File: config.mk
export PLATFORM = sky130hd
export DESIGN_NAME = sme_ctrl
export DESIGN_NICKNAME = d
export VERILOG_FILES = /design/src/rtl/core/sme_pkg.sv /design/src/rtl/core/sme_ctrl.sv
export SDC_FILE = /design/constraint.sdc
export NUM_CORES = 1
export LEC_CHECK = 0
export BUFFER_PORTS_ARGS = -buffer_cell sky130_fd_sc_hd__buf_2
export CORE_AREA = 2 2 39 41
export DETAILED_ROUTE_END_ITERATION = 10
export DIE_AREA = 0 0 41 43
export GPL_TIMING_DRIVEN = 0
export PLACE_DENSITY = 0.49
export SYNTH_ARGS = -nofsm -noshare
export SYNTH_HDL_FRONTEND = slang
export SYNTH_SLANG_ARGS = --single-unit
File: constraint.sdc
create_clock -name clk -period 1.06 [get_ports clk]
set_input_delay 0.106 -clock clk [delete_from_list [all_inputs] [get_ports clk]]
set_output_delay 0.106 -clock clk [all_outputs]
set_load 0.02 [all_outputs]
File: src/rtl/core/sme_pkg.sv
// shared types and constants for the sparse product symbolic expansion core
// no dependencies
package sme_pkg;

	localparam int ADDR_W    = 10;
	localparam int DATA_W    = 11;
	localparam int ROWPTR_W  = 11;
	localparam int COL_W     = 6;
	localparam int COUNT_W   = 32;
	localparam int RESULT_CAP = 64;
	localparam int CAP_W     = 7;

	typedef enum logic [1:0] {
		OP_LOAD_ROW = 2'd0,
		OP_LOAD_COL = 2'd1,
		OP_NONZERO  = 2'd2,
		OP_BOUNDARY = 2'd3
	} op_t;

	localparam logic KIND_ROWPTR = 1'b0;
	localparam logic KIND_COLUMN = 1'b1;

	typedef struct packed {
		logic wr_row;
		logic wr_col;
		logic rd_row_in;
		logic rd_row_next;
		logic setup;
		logic issue;
		logic emit_col;
		logic emit_count;
	} cmd_t;

	typedef struct packed {
		logic col_ok;
		logic row_addr_ok;
		logic col_addr_ok;
		logic nonempty;
		logic rem_zero;
		logic out_free;
	} sts_t;

endpackage

File: src/rtl/core/sme_ctrl.sv
// controller: sequences loads, row boundaries and row expansion
// depends on sme_pkg
module sme_ctrl (
	input  logic          clk,
	input  logic          arst_n,
	input  logic          in_valid,
	output logic          in_ready,
	input  logic [1:0]    operation,
	input  sme_pkg::sts_t sts,
	output sme_pkg::cmd_t cmd
);
	import sme_pkg::*;

	typedef enum logic [1:0] {
		ST_IDLE,
		ST_START,
		ST_CHECK,
		ST_EMIT
	} state_t;

	state_t state_q, state_d;
	logic   pend_q, pend_d;
	logic   acc;
	op_t    op;

	assign op = op_t'(operation);

	always_comb begin
		cmd      = '0;
		state_d  = state_q;
		pend_d   = pend_q;
		in_ready = 1'b0;
		acc      = 1'b0;
		case (state_q)
			ST_IDLE: begin
				in_ready = (op != OP_BOUNDARY) || sts.out_free;
				acc      = in_valid && in_ready;
				if (acc) begin
					case (op)
						OP_LOAD_ROW: cmd.wr_row = sts.row_addr_ok;
						OP_LOAD_COL: cmd.wr_col = sts.col_addr_ok;
						OP_BOUNDARY: cmd.emit_count = 1'b1;
						OP_NONZERO: begin
							if (sts.col_ok) begin
								cmd.rd_row_in = 1'b1;
								state_d       = ST_START;
							end
						end
						default: ;
					endcase
				end
			end
			ST_START: begin
				cmd.rd_row_next = 1'b1;
				state_d         = ST_CHECK;
			end
			ST_CHECK: begin
				cmd.setup = 1'b1;
				pend_d    = 1'b0;
				state_d   = sts.nonempty ? ST_EMIT : ST_IDLE;
			end
			ST_EMIT: begin
				cmd.emit_col = pend_q && sts.out_free;
				cmd.issue    = !sts.rem_zero && (!pend_q || sts.out_free);
				if (cmd.issue) begin
					pend_d = 1'b1;
				end else if (cmd.emit_col) begin
					pend_d = 1'b0;
				end
				if (sts.rem_zero && (!pend_q || cmd.emit_col)) begin
					state_d = ST_IDLE;
				end
			end
			default: state_d = ST_IDLE;
		endcase
	end

	always_ff @(posedge clk or negedge arst_n) begin
		if (!arst_n) begin
			state_q <= ST_IDLE;
			pend_q  <= 1'b0;
		end else begin
			state_q <= state_d;
			pend_q  <= pend_d;
		end
	end

endmodule

==> results of run 1 <==
[Yosys cell counts]
master and instances:
nor4b_2 1, o22ai_1 1, o21a_1 1, nand2_2 1, inv_1 1, and2b_1 1
nand2_1 5, nor2_1 4, nand3b_1 1, nor2b_1 3, nor2_2 1, buf_4 1
a21oi_1 2, o21ai_0 3, nand3_1 1, dfrtp_1 3, nor3_1 2
[through the flow]
step	utilization (%)	cell area, um2
6_report	40.3	558
3_5_place_dp	26.3	364
4_1_cts	37.0	512
2_1_floorplan	-	249
5_1_grt	40.3	558
3_3_place_gp	26.3	364
[cell type report]
type                            instances  area share, %
Timing Repair Buffer                   29           37.2
Sequential cell                         3           13.9
Inverter                                1          0.673
Buffer                                  1           1.35
Clock buffer                            4           4.71
Multi-Input combinational cell         27           38.6
Tap cell                               16           3.59
[worst max-delay path, stage by stage (launching register included)]
cell     delay (ns)
dfrtp_2        0.41
buf_4          0.16
buf_4          0.15
and2b_1        0.15
buf_2          0.15
[registers in the layout, indices dropped and copies added, names as in the netlist]
register / count
pend_q: 1
state_q: 2
[logic make-up (layout without fill, tap and decap cells)]
group | Yosys count | in the layout | share of synthesized area (%)
buffers and inverters | 2 | 35 | 4.79
AO/OA/AOI/OAI | 7 | 7 | 16.5
flip-flops | 3 | 3 | 31.9
AND/OR/NAND/NOR | 20 | 20 | 46.8
[metal layers]
metal | vias to the layer above | part of all wire [%] | global-route usage [%]
met5 | - | 0 | 0
met2 | 15 | 58 | 19.1
met4 | 0 | 1.7 | 8.00
li1 | 174 | - | -
met1 | 164 | 33 | 8.41
met3 | 2 | 7.2 | 3.14
[power by group]
| part | internal [W] | switching, W |
|---|---|---|
| Combinational | 0.000420 | 0.000379 |
| Clock | 0.000141 | 0.0000587 |
| Sequential | 0.000171 | 0.0000538 |
[final timing paths]
kind / startpoint / endpoint / slack [ns] / cells after the start
min in group asynchronous: arst_n / state_q[1] / 0.19 / 2
worst max register to register: state_q[0] / state_q[0] / -0.01 / 4
worst max-delay path: state_q[0] / cmd[4] / -0.29 / 4
max in group asynchronous: arst_n / state_q[0] / 0.75 / 2
worst min-delay path: sts[2] / state_q[1] / 0.18 / 3
worst min register to register: pend_q / pend_q / 0.55 / 2
[repair_timing]
item / in CTS / in global routing
hold buffers: 1 / 0
gates resized for setup: 17 / 13
buffers inserted: 8 / 1
hold endpoints to repair: 3 / 0
cloned: 0 / 0
pin swaps: 5 / 1
endpoints found under the setup margin: 9 / 12
==> key figures, run 1 <==
Timing
  – Slew Limit Fails: 0
  – RSZ-0062 raised after global routing: true
  – Min Tclk post-route: 1.35 ns
  – Fmax: 0.741 GHz
  – Final worst slack: -0.290 ns
  – Final setup fails: 10
  – Worst Hold Margin: 0.177 ns
  – Slew HR: 87.3%
  – Layout Skew: 0.000644 ns
  – Setup TNS: -2.01 ns
  – Hold Fails Final Rpt: 0
  – Worst slew pin tran: 0.189 ns
  – Fin crit share: 127%

Clock tree
  – H-tree depth: 1
  – Clock Path Buffers: 2
  – Latest clock arrival within the worst-skew pair: 0.23 ns
  – CTS Buf Count: 3
  – CTS root buf: clkbuf_4
  – CTS tree: done
  – Clk slew on worst S/H paths: 0.04 ns
  – Number of clock sinks: 3

Die
  – Die width: 41 um
  – Starting Density: 17.0%
  – Chip height: 43 um
  – FP Rows: 14
  – Die area: 1760 um2
  – I/O pins: 20
  – Area of the core: 1380 um2

Synthesis
  – Flops & latches, synth: 3
  – Dominant cells by area after synthesis: dfrtp_1, nand2_1, nor2b_1
  – Synth top area share: 31.9%
  – Mapped cell area: 235 um2
  – Post-Syn Area per Cell: 7.35 um2
  – Synth warn: 0
  – Mapped Cells: 32
  – Synth area leader: dfrtp_1
  – Unique masters post-synth: 17
  – Mapped Nets: 43
  – Post-synthesis sequential area ratio: 31.9%

Critical path
  – Crit. End Element: primary output
  – CP arrival: 1.24 ns
  – Startpoint Class: flip-flop
  – Critical-path maximum fanout: 4
  – Req. time, crit path: 0.95 ns
  – Critical path class: reg -> out

Global route
  – Vias in the first global route: 341
  – First-pass GRT wire length: 1.24 mm
  – Overall Global Routing Usage: 10.6%
  – Largest net degree at the start of global routing: 6
  – Initial antenna violation count: 0
  – Congestion Overflow GR: 0

Detailed routing
  – Via count: 355
  – Drt pass-1 iters: 2
  – # DRC: 0
  – Final antenna-violating net count: 0
  – Routed WL: 834 um
  – Wire length per cell: 10.3 um
  – DR iter-0 viols: 2
  – Drt via density: 4.38

Placement
  – GP Congestion: 0.615
  – Port Buffers: 19
  – Post-detail-place hpwl: 548 um
  – Placed Cells: 67
  – Place WS: -0.258 ns

Power and ir drop
  – Total Power: 0.00122 W
  – Leak: 0.270 nW
  – Cell Pwr Density: 2190 nW/um2
  – Max VDD drop: 0.840 mV

Final layout
  – Layout cells sized above 1: 70.8%
  – Most common cell after layout, fill and taps aside: buf_4
  – Fillers: 161
  – Final nets: 77
  – Area of the multi-input gates: 215 um2
  – Most frequent cells in the layout: buf_4, buf_2, nand2_1, buf_6
  – Layout Cells excl Fill: 81
  – Layout area overhead: 137%
  – Register area: 77.6 um2
  – # diodes: 0

Worst hold path
  – Worst hold path type: in -> reg

Run status
  – Status: finished with violations
  – Failing checks: setup timing

Flow run
  – Max Cap Violations: 0
Power figures use the tool's default switching activity.
==> run 2: changes to the inputs <==
--- a/config.mk
+++ b/config.mk
@@ -10,7 +10,8 @@
 export DETAILED_ROUTE_END_ITERATION = 10
 export DIE_AREA = 0 0 41 43
 export GPL_TIMING_DRIVEN = 0
-export PLACE_DENSITY = 0.49
+export HOLD_SLACK_MARGIN = 0.08
+export PLACE_DENSITY = 0.48
 export SYNTH_ARGS = -nofsm -noshare
 export SYNTH_HDL_FRONTEND = slang
 export SYNTH_SLANG_ARGS = --single-unit
==> run 2 against run 1 <==
Effect of this change:
- the flow still finishes with violations (setup timing)
- non-clock buffer count is 4 lower
- die area unchanged
- wire length decreased by 11%
- via count decreased by 7.3%
- global-route usage down 1.2 points
- cell count decreased by 4.9%
- worst setup slack gained 0.0036 ns
- first-iteration DRC count is the same
- count of clock-buffer cells in the layout did not move
- highest routed layer is now met3
==> key figures, run 2 (synthesis results as in run 1) <==
Run status
  – Status: finished with violations
  – Failing checks: setup timing

Final layout
  – Layout area overhead: 130%
  – Final nets: 73 (-5.2%)
  – Layout Cells excl Fill: 77 (-4.9%)
  – Most frequent cells in the layout: buf_2, buf_4, buf_6
  – Largest regs: state_q x2, pend_q x1
  – # diodes: 0 (unchanged)
  – Fillers: 150 (-6.8%)
  – Layout cells sized above 1: 70.5% (-0.28 points)
  – Most common cell after layout, fill and taps aside: buf_2
  – Max reg flops: 2 (unchanged)
  – Reg with most FFs: state_q

Flow run
  – Max Cap Violations: 0 (unchanged)

Critical path
  – CP arrival: 1.24 ns (about the same)
  – Req. time, crit path: 0.95 ns (about the same)
  – Flop2flop setup slack: -0.08 ns (-0.07 ns)
  – Critical-path maximum fanout: 6 (+2)
  – Crit. End Element: primary output
  – Critical path class: reg -> out
  – Startpoint Class: flip-flop

Detailed routing
  – # DRC: 0 (unchanged)
  – Routed WL: 739 um (-11%)
  – Wire length per cell: 9.60 um (-6.8%)
  – Final antenna-violating net count: 0 (unchanged)
  – DR iter-0 viols: 2 (unchanged)
  – Drt via density: 4.27 (-2.5%)
  – Drt pass-1 iters: 2 (unchanged)
  – Via count: 329 (-7.3%)

Clock tree
  – CTS root buf: clkbuf_4
  – Clock Path Buffers: 2 (unchanged)
  – CTS tree: done
  – Clk slew on worst S/H paths: 0.03 ns (about the same)
  – H-tree depth: 1 (unchanged)
  – Latest clock arrival within the worst-skew pair: 0.23 ns (about the same)
  – Number of clock sinks: 3 (unchanged)
  – CTS Buf Count: 3 (unchanged)

Timing
  – Min Tclk post-route: 1.35 ns (-0.00360 ns)
  – Fmax: 0.743 GHz (+0.27%)
  – Slew Limit Fails: 0 (unchanged)
  – Slew HR: 85.2% (-2.2 points)
  – Worst Hold Margin: 0.168 ns (-0.00957 ns)
  – Hold Fails Final Rpt: 0 (unchanged)
  – Layout Skew: 0.000852 ns (+0.000208 ns)
  – Final setup fails: 11 (+1)
  – Final worst slack: -0.287 ns (+0.00360 ns)
  – Worst slew pin tran: 0.221 ns (+0.0323 ns)
  – Fin crit share: 127% (-0.34 points)
  – RSZ-0062 raised after global routing: true

Die
  – Starting Density: 17.0% (unchanged)
  – I/O pins: 20 (unchanged)
  – Die width: 41 um (unchanged)
  – Chip height: 43 um (unchanged)
  – Area of the core: 1380 um2 (unchanged)
  – Die area: 1760 um2 (unchanged)
  – FP Rows: 14 (unchanged)

Power and ir drop
  – Switching Share: 42.0% (+1.9 points)
  – Cell Pwr Density: 2150 nW/um2 (-1.9%)
  – Max VDD drop: 0.942 mV (+12%)
  – Total Power: 0.00116 W (-4.9%)
  – Seq pwr share: 18.9% (+0.5 points)
  – Leak: 0.253 nW (-6.4%)
  – Cell internal pwr: 0.000673 W (-7.9%)
  – NetSw: 0.000489 W (-0.54%)
  – Comb pwr share: 64.2% (-1.1 points)
  – Clk pwr share: 16.8% (+0.5 points)

Worst hold path
  – Worst hold path type: in -> reg

Placement
  – GP Congestion: 0.656 (+6.8%)
  – Port Buffers: 19 (unchanged)
  – Placed Cells: 67 (unchanged)
  – Post-detail-place hpwl: 497 um (-9.3%)

Global route
  – Largest net degree at the start of global routing: 7 (+1)
  – Congestion Overflow GR: 0 (unchanged)
  – Overall Global Routing Usage: 9.38% (-1.2 points)
  – Vias in the first global route: 296 (-13%)
  – First-pass GRT wire length: 1.12 mm (-9.6%)
  – Initial antenna violation count: 0 (unchanged)
[run 2: area by class of cell]
class / instances / area, um2 / area share (%)
Timing Repair Buffer: 26 / 189 / 35.0
Inverter: 1 / 3.75 / 0.694
Tap cell: 16 / 20.0 / 3.70
Clock buffer: 4 / 26.3 / 4.86
Sequential cell: 3 / 77.6 / 14.4
Multi-Input combinational cell: 27 / 224 / 41.4
[run 2: path summary, 6_finish.rpt]
kind / from / to / depth (start not counted)
max reg2reg: state_q[0] / state_q[0] / 5
min in group asynchronous: arst_n / pend_q / 2
min reg2reg: pend_q / pend_q / 2
max in group asynchronous: arst_n / state_q[0] / 2
max: state_q[0] / cmd[4] / 4
min: sts[2] / state_q[0] / 3
[run 2: per-layer routing]
metal  vias up  track usage, %  wire length, um
met2        13            16.6              397
met4         0            6.00                0
met3         0            1.57               67
met5         -               0                0
li1        169               -                -
met1       147            9.12              274
[run 2: power groups by stage]
| stage | logic, W | registers [W] | clock network [W] |
|---|---|---|---|
| after global routing | 0.000803 | 0.000226 | 0.000224 |
| after CTS | 0.000681 | 0.000218 | 0.000212 |
| after floorplan | 0.000278 | 0.000222 | 0 |
| final | 0.000746 | 0.000220 | 0.000196 |
| after global placement | 0.000389 | 0.000238 | 0 |
| after detailed placement | 0.000391 | 0.000240 | 0 |
[run 2: critical path: stages, from the launching register on]
cell     delay (ns)
dfrtp_2        0.42
buf_4          0.15
buf_4          0.15
and2b_1        0.14
buf_2          0.15
[run 2: what timing repair did]
| action | CTS | global route |
|---|---|---|
| resized for setup | 22 | 11 |
| pin swaps | 5 | 3 |
| hold endpoints to repair | 3 | 0 |
| buffers inserted | 6 | 0 |
| hold buffers | 1 | 0 |
| endpoints found under the setup margin | 9 | 12 |
[run 2: metrics by stage]
stage	instance area (um2)	setup TNS [ns]	util, %	worst slack (ns)
floorplan	249	-0.241	-	-0.113
global placement	364	-0.495	26.3	-0.213
detailed placement	364	-0.521	26.3	-0.227
CTS	514	-1.97	37.2	-0.292
global route	541	-2.39	39.1	-0.340
finish	541	-1.81	39.1	-0.287
==> run 3: changes to the inputs <==
--- a/config.mk
+++ b/config.mk
@@ -11,7 +11,10 @@
 export DIE_AREA = 0 0 41 43
 export GPL_TIMING_DRIVEN = 0
 export HOLD_SLACK_MARGIN = 0.08
+export MAX_ROUTING_LAYER = met4
 export PLACE_DENSITY = 0.48
+export RECOVER_POWER = 25
+export SKIP_CTS_REPAIR_TIMING = 1
 export SYNTH_ARGS = -nofsm -noshare
 export SYNTH_HDL_FRONTEND = slang
 export SYNTH_SLANG_ARGS = --single-unit
==> run 3 against run 2 <==
Effect of this change:
- register-to-register slack improved by 0.14 ns
- critical path depth unchanged
- largest cell class unchanged
- critical path type unchanged
- the flow still finishes with violations (setup timing)
- sequential power increased by 3%
==> key figures, run 3 (synthesis results as in run 1) <==
Clock tree
  – CTS Buf Count: 3 (unchanged)
  – Number of clock sinks: 3 (unchanged)
  – H-tree depth: 1 (unchanged)
  – CTS tree: done
  – CTS root buf: clkbuf_4
  – Clk slew on worst S/H paths: 0.03 ns (about the same)
  – Clock Path Buffers: 2 (unchanged)
  – Latest clock arrival within the worst-skew pair: 0.23 ns (about the same)

Die
  – Die width: 41 um (unchanged)
  – Starting Density: 17.0% (unchanged)
  – FP Rows: 14 (unchanged)
  – Chip height: 43 um (unchanged)
  – I/O pins: 20 (unchanged)
  – Die area: 1760 um2 (unchanged)
  – Area of the core: 1380 um2 (unchanged)

Timing
  – Layout Skew: 0.000870 ns (+0.0000174 ns)
  – Slew Limit Fails: 0 (unchanged)
  – Fin crit share: 127% (+0.36 points)
  – Setup TNS: -1.66 ns (+0.157 ns)
  – RSZ-0062 raised after global routing: true
  – Hold Fails Final Rpt: 0 (unchanged)
  – Worst Hold Margin: 0.186 ns (+0.0187 ns)
  – Fmax: 0.740 GHz (-0.28%)
  – Slew HR: 83.6% (-1.6 points)
  – Min Tclk post-route: 1.35 ns (+0.00381 ns)
  – Worst slew pin tran: 0.245 ns (+0.0239 ns)
  – Final setup fails: 9 (-2)
  – Final worst slack: -0.290 ns (-0.00381 ns)

Critical path
  – Critical-path maximum fanout: 5 (-1)
  – Startpoint Class: flip-flop
  – Critical path class: reg -> out
  – Req. time, crit path: 0.95 ns (about the same)
  – CP arrival: 1.24 ns (about the same)
  – Crit. End Element: primary output

Power and ir drop
  – Leak: 0.230 nW (-9.1%)
  – Cell Pwr Density: 2160 nW/um2 (+0.32%)
  – Max VDD drop: 0.816 mV (-13%)

Placement
  – Port Buffers: 19 (unchanged)
  – Post-detail-place hpwl: 497 um (unchanged)
  – GP Congestion: 0.662 (+0.91%)
  – Area after DPL: 364 um2 (unchanged)
  – Place WS: -0.227 ns (unchanged)

Final layout
  – Register area: 77.6 um2 (unchanged)
  – Most common cell after layout, fill and taps aside: buf_4
  – Fillers: 157 (+4.7%)
  – Layout area overhead: 104%
  – Most frequent cells in the layout: buf_4, buf_2, nand2_1, nor2_1
  – Layout cells sized above 1: 56.7% (-14 points)
  – Max reg flops: 2 (unchanged)
  – Area of the multi-input gates: 180 um2 (-20%)
  – Largest regs: state_q x2, pend_q x1
  – # diodes: 0 (unchanged)
  – Reg with most FFs: state_q
  – Design area: 479 um2 (-11%)
  – Final nets: 72 (-1.4%)

Detailed routing
  – DR iter-0 viols: 6 (+4)
  – Routed WL: 655 um (-11%)
  – Via count: 315 (-4.3%)
  – Drt pass-1 iters: 3 (+1)
  – Drt via density: 4.14 (-3.0%)
  – Final antenna-violating net count: 0 (unchanged)
  – Wire length per cell: 8.62 um (-10%)
  – # DRC: 0 (unchanged)

Global route
  – Vias in the first global route: 233 (-21%)
  – Overall Global Routing Usage: 7.84% (-1.5 points)
  – First-pass GRT wire length: 890 um (-20%)
  – Largest net degree at the start of global routing: 10 (+3)
  – Congestion Overflow GR: 0 (unchanged)
  – Initial antenna violation count: 0 (unchanged)

Flow run
  – Max Cap Violations: 0 (unchanged)

Run status
  – Status: finished with violations
  – Failing checks: setup timing

Worst hold path
  – Worst hold path type: in -> reg
[run 3: cell type report]
| cell class | count | share of cell area, % |
|---|---|---|
| Buffer | 1 | 1.57 |
| Clock buffer | 4 | 5.48 |
| Inverter | 1 | 0.783 |
| Multi-Input combinational cell | 27 | 37.6 |
| Sequential cell | 3 | 16.2 |
| Tap cell | 16 | 4.18 |
| Timing Repair Buffer | 24 | 34.2 |
[run 3: through the flow]
stage	utilization (%)	power, W	cells
CTS	28.2	0.000843	71
finish	34.6	0.00103	76
global route	34.6	0.00112	76
global placement	26.3	0.000627	67
floorplan	-	0.000500	32
detailed placement	26.3	0.000632	67
[run 3: worst paths after layout]
kind                                 start    endpoint  depth (start not counted)  slack [ns]
min in group asynchronous           arst_n      pend_q                          2        0.21
worst max register to register  state_q[1]      pend_q                          4        0.06
worst min register to register      pend_q      pend_q                          2        0.53
worst max-delay path            state_q[0]      cmd[7]                          4       -0.29
worst min-delay path                sts[2]  state_q[1]                          3        0.19
max in group asynchronous           arst_n  state_q[0]                          2        0.68
[run 3: worst max-delay path, stage by stage, from the launching register on]
cell and delay, ns:
dfrtp_2 0.42, nor2_4 0.14, nand2_4 0.08, nor4b_4 0.20, buf_4 0.17
[run 3: layer usage]
layer | wire length, um | GRT usage (%) | vias up | share of wire (%)
met1 | 265 | 7.79 | 136 | 40
met5 | 0 | - | - | 0
li1 | - | - | 166 | -
met3 | 71 | 1.57 | 0 | 11
met2 | 317 | 12.5 | 13 | 48
met4 | 0 | 6.00 | 0 | 0
[run 3: report_power, final]
part           total, W  internal [W]  leakage [nW]  switching, W
sequential     0.000226      0.000170        0.0366     0.0000554
combinational  0.000612      0.000310         0.178      0.000301
clock          0.000196      0.000141        0.0150     0.0000549
